**src/rtl/clns_div.sv**
```systemverilog
// Restoring divider, one quotient bit per cycle.
module clns_div #(
   parameter int AW = 22,
   localparam int SW = $clog2(AW + 1)
) (
   input  logic          clock,
   input  logic          reset,
   input  logic          start,
   input  logic [SW-1:0] steps,
   input  logic [AW-1:0] rem_init,
   input  logic [AW-1:0] bits,
   input  logic [AW-1:0] divisor,
   output logic [AW-1:0] quotient,
   output logic [AW-1:0] remainder,
   output logic          busy
);
   logic [AW-1:0] rem_ff, rem_in;
   logic [AW-1:0] bits_ff, bits_in;
   logic [AW-1:0] quo_ff, quo_in;
   logic [AW-1:0] div_ff;
   logic [SW-1:0] cnt_ff;
   logic [AW:0]   trial;
   logic          ge;

   always_comb begin
      trial   = {rem_ff, bits_ff[AW-1]};
      ge      = trial >= {1'b0, div_ff};
      rem_in  = ge ? AW'(trial - {1'b0, div_ff}) : trial[AW-1:0];
      quo_in  = {quo_ff[AW-2:0], ge};
      bits_in = {bits_ff[AW-2:0], 1'b0};
   end

   always_ff @(posedge clock) begin
      if (reset) begin
         cnt_ff <= '0;
      end else if (start) begin
         cnt_ff <= steps;
      end else if (cnt_ff != '0) begin
         cnt_ff <= cnt_ff - SW'(1);
      end
   end

   always_ff @(posedge clock) begin
      if (start) begin
         rem_ff  <= rem_init;
         bits_ff <= bits;
         quo_ff  <= '0;
         div_ff  <= divisor;
      end else if (cnt_ff != '0) begin
         rem_ff  <= rem_in;
         bits_ff <= bits_in;
         quo_ff  <= quo_in;
      end
   end

   assign quotient  = quo_ff;
   assign remainder = rem_ff;
   assign busy      = cnt_ff != '0;
endmodule

```
**config.mk**
```make
export PLATFORM = sky130hd
export DESIGN_NAME = clns_div
export DESIGN_NICKNAME = d
export VERILOG_FILES = /design/src/rtl/clns_div.sv
export SDC_FILE = /design/constraint.sdc
export NUM_CORES = 1
export LEC_CHECK = 0
export BUFFER_PORTS_ARGS = -buffer_cell sky130_fd_sc_hd__buf_2
export CAP_MARGIN = 20
export CORE_ASPECT_RATIO = 1.2
export CORE_MARGIN = 2
export CORE_UTILIZATION = 54
export DETAILED_ROUTE_END_ITERATION = 10
export PLACE_DENSITY_LB_ADDON = 0.1
export SETUP_SLACK_MARGIN = 0.5
export SLEW_MARGIN = 20
export SYNTH_ARGS = -nofsm -noshare
export SYNTH_HDL_FRONTEND = slang
export SYNTH_SLANG_ARGS = --single-unit
```
**constraint.sdc**
```tcl
create_clock -name clock -period 3.45 [get_ports clock]
set_input_delay 0.345 -clock clock [delete_from_list [all_inputs] [get_ports clock]]
set_output_delay 0.345 -clock clock [all_outputs]
set_load 0.05 [all_outputs]
```
After elaboration in Yosys (flattened, before gate mapping)

Index checks and enable logic that the tools add are counted.

Register bits: 93
RAM bits: 0
Input port bits: 74
Memory bits (read-only): 0
Output and inout port bits: 45
Bits in latches: 0
Memories kept: 0
Logic and storage cells: 17

Equality and inequality tests: 0
Magnitude comparators: 1
Mux-type cells: 7
Multipliers: 0
Bitwise logic cells: 0
Add/subtract/negate cells: 2
Divide/modulo/power cells: 0
Reduce and logical (&&, ||, !) cells: 2
Shift operators: 0

Operator list:

| kind                                                                | count |
|---|---|
| 22-bit two-way mux                                                  | 5 |
| 23-bit by 22-bit >= comparator with 1-bit output                    | 1 |
| 22-bit subtractor                                                   | 1 |
| 5-bit two-way mux                                                   | 2 |
| 5-bit nonzero test                                                  | 1 |
| 5-bit by 1-bit subtractor with 5-bit output (second input constant) | 1 |
| 2-bit nonzero test                                                  | 1 |

Depth between registers and ports, before layout

Depth in word-level cells: 4
Gate-level depth with buffers: 12
Mapped depth without buffers: 11

Least setup slack after synthesis

OpenSTA, ideal clock, no wires.

Kind: reg-to-reg
Start: reg rem_ff[2], in the netlist remainder[2]
End: reg rem_ff[12], in the netlist remainder[12], data pin
Setup time: 0.260 ns
Arrival time: 2.595 ns
Slack: 0.595 ns
Path buffers: 1
Required time: 3.190 ns
Clock period less this slack: 2.855 ns
Cell stages (with the launch flop): 10
Cell sequence: edfxtp_1 -> ha_1 -> a21o_1 -> a21oi_1 -> a211o_1 -> a31oi_2 -> o31ai_4 -> buf_4 -> o21ai_0 -> mux2_2

Word-level cells in the longest chain between the ends: 4
Elaborated cells between the ends (all ways): 5
Those cells by class: add/sub (1); order compare (1); mux (3)

Ends and longest elaborated chain:

| what                                                                                  | line   | RTL |
|---|---|---|
| start: declaration                                                                    | 17     | `logic [AW-1:0] rem_ff, rem_in;` |
| start signal: assignment                                                              | 45     | `rem_ff <= rem_init;` |
| start signal: assignment                                                              | 50     | `rem_ff <= rem_in;` |
| 22-bit subtractor or 23-bit by 22-bit >= comparator with 1-bit output (tied branches) | 28, 27 |  |
| 22-bit two-way mux (*)                                                                | 28     | `rem_in = ge ? AW'(trial - {1'b0, div_ff}) : trial[AW-1:0];` |
| 22-bit two-way mux (*)                                                                | 49     | `end else if (cnt_ff != '0) begin` |
| 22-bit two-way mux (*)                                                                | 44     | `if (start) begin` |

Every way passes the cells marked *; elsewhere a longest branch is shown, timed or not. The select of a mux whose other input is x is not followed.
A chain may end at the register's enable or synchronous reset.

Worst setup path after layout

Start: reg rem_ff[2], in the netlist remainder[2]
End: reg rem_ff[3], in the netlist remainder[3], data pin

The elaborated chain is that of the path after synthesis.

==> impl_metrics.yaml <==
layout:
  fillers: 771
  fin_cells: 724
  fin_util_pct: 65.7
  areaGrowthSynthToFinish_pct: 18.9
  n_antenna_cell: 0
  final_nets: 698
  layout-drive-gt1-share_pct: 31.0
route:
  top_layer: "met4"
  via_per_inst: 5.35
  drc_errors: 0
  wl_met2_mm: 5.24
  drtAntennaViolNets: 0
  drt-pass1-iter-count: 4
  dr_total_vias: 3871
  avgRoutedWirePerCell_um: 14.6
  route.layer.met1.wl_mm: 4.62
  wl_met3_um: 601
  wl_mm: 10.6
  drtIter0Drc: 194
setup_path:
  rr_startpoint: "remainder[2]"
  crit_end: "remainder[3]"
  r2r_slack_ns: 0.69
  worstPathRequired_ns: 3.54
  reg2reg_to: "remainder[3]"
  r2r_cells: 10
  path_class: "reg -> reg"
  worst_setup_path_start_kind: "register"
  cp_max_fo: 24
  cp.arrival_ns: 2.86
  startpoint: "remainder[2]"
  crit_path_end_kind: "register"
sta:
  final.setup.tns_ns: 0
  report.final.slew_viol_count: 0
  fin_crit_sh_pct: 80.1
  setup-violations-final: 0
  worstMarginPinSlew_ns: 0.777
  timing.fmax_mhz: 362
  post-route-min-period_ns: 2.76
  finalHoldViolCount: 0
  maxSlewHeadroom_pct: 48.2
  skew_ns: 0.0116
  rsz0062_at_grt: "yes"
synthesis:
  ys_warn_count: 0
  synth_nets: 584
  synth-simple-area-share_pct: 13.2
  synth_mux_area_share_pct: 7.42
  yosys.area.top_type_share_pct: 39.7
  synthCells: 485
  synth-async-reset-ratio_pct: 0
  synth_compound_area_share_pct: 14.7
  avgSynthCellArea_um2: 10.3
  synthAdderAreaFrac_pct: 6.42
  synthesis.area_um2: 4990
  synthTopCellsByCount: "nand2_1 (79), edfxtp_1 (66), a21oi_1 (43)"
  synth_top_area_cell: "edfxtp_1"
  yosysSeqAreaShare_pct: 50.6
  ys.flop_type: "edfxtp_1"
  synth.most_common_cell: "nand2_1"
  synth.distinct_cells: 50
  synth_top_family_by_area: "compound AO/OA/AOI/OAI gates"
  synth_xor_area_share_pct: 3.16
  ys_ff_latch: 93
  yosys-top-cells-area: "edfxtp_1 (40%), dfxtp_1 (11%), mux2_2 (7.2%)"
  synth-edff-count: 66
floorplanning:
  dieArea_um2: 10000
  rows: 38
  fp.dieW_um: 91.8
  die_y_um: 109
  pin_count: 119
  core_um2: 9030
  initial_core_util_pct: 55.2
worst_hold_path:
  hold_class: "in -> reg"
placement:
  port_buffers: 118
  dp.cells: 707
  dpl.hpwl_mm: 7.44
  place.gp.congestion: 0.894
clocking:
  cts_hold_buf: 0
  cts_sinks: 93
  clockBufferDepth: 2
  cts_max_level: 3
  cts_tree: "built"
  insertion_delay_ns: 0.37
  cts_root_buf: "clkbuf_8"
  cts_buffers: 9
  clk_pin_slew_ns: 0.09
global_routing:
  antenna_found_initial: 0
  grt_usage_pct: 21.5
  overflow: 0
  grt_pass1_wl_mm: 17.2
  grt_max_degree: 71
  grt_pass1_vias: 3780
power_and_ir_drop:
  peakVddDrop_mv: 0.409
  leakagePower_nw: 2.52
  finalPower_mw: 5.17
  power_density_nw_per_um2: 871
run:
  maxCapViolCount: 0
outcome:
  status: "complete, no violations"
==> layout by cell type (no fill, tap or decap), types with 2 or more instances in the layout <==
cell      instances
edfxtp_1         66
a31oi_2           2
ha_4              2
ha_1             20
nand2b_1          3
clkbuf_8          9
a211o_1           2
nor2b_1           3
nand2_1          78
a41oi_1           2
a21o_1            7
ha_2              2
o211ai_1          6
nand4_1           4
inv_6             2
nor3_1           12
a31oi_1           2
o21ai_0          21
o21bai_1          3
dfxtp_1          27
inv_1            30
mux2_2           32
a211oi_1          5
o21ai_1           5
xnor2_1           8
and2_1            3
xor2_1           10
a21oi_1          43
nor2_1           32
o21a_1            8
buf_2           117
nand3_1           6
buf_4             6
buf_6             2
==> worst min path at each step <==
stage,cells past startpoint,start,slack (ns),to
global route,1,divisor[19],0.13,div_ff[19]
CTS,1,divisor[4],0.13,div_ff[4]
detailed placement,2,quotient[21],0.44,quotient[21]
global placement,2,quotient[21],0.44,quotient[21]
finish,1,divisor[7],0.15,div_ff[7]
floorplan,1,reset,0.41,cnt_ff[0]
==> worst max-delay path, cell delays in order, from the launching register on <==
cell,delay (ns)
edfxtp_1,0.42
ha_1,0.38
a21o_1,0.21
a21oi_1,0.24
a211o_1,0.22
a31oi_4,0.13
o31ai_4,0.28
buf_6,0.25
nor2_1,0.07
a211oi_1,0.22
a21oi_1,0.06
==> cells by family after synthesis <==
logic type,after synthesis
fa+ha+maj,25
buf+inv,53
xor+xnor,18
mux,33
flops,93
compound gates,115
simple gates,148
==> through the flow <==
stage / setup slack [ns] / instance area (um^2) / hold slack (ns)
after detailed placement: 0.589 / 5680 / 0.443
after floorplan: 0.595 / 4990 / 0.414
after global placement: 0.618 / 5680 / 0.436
after global routing: 0.465 / 5930 / 0.127
final: 0.687 / 5930 / 0.146
after CTS: 0.565 / 5860 / 0.126
==> sequential cells by signal (all words and copies together) (netlist names) <==
| signal | count |
|---|---|
| bits_ff | 22 |
| cnt_ff | 5 |
| div_ff | 22 |
| quotient | 22 |
| remainder | 22 |
==> where the power goes <==
part	internal, mW	switching, mW
Sequential	1.50	0.153
Combinational	1.04	1.77
Clock	0.309	0.401
Total	2.85	2.32
==> metal layers <==
layer	vias to the layer above	global-route usage [%]
li1	1955	-
met1	1814	26.9
met2	92	36.9
met3	10	4.93
met4	0	7.68
met5	-	0
==> area by class of cell <==
cell class	count	area, um^2	area share, %
flip-flops and latches	93	2520	42.5
multi-input cells	339	2310	38.9
repair buffers	125	653	11.0
clock buffers	11	153	2.57
well taps	120	150	2.53
inverters	31	116	1.96
clock inverters	5	32.5	0.548
==> what timing repair did <==
action                     in CTS  in global routing
gates resized for setup         0                 11
buffers inserted                0                  1
setup endpoints to repair       0                 14
No activity file was read; power rests on OpenSTA's default activity.
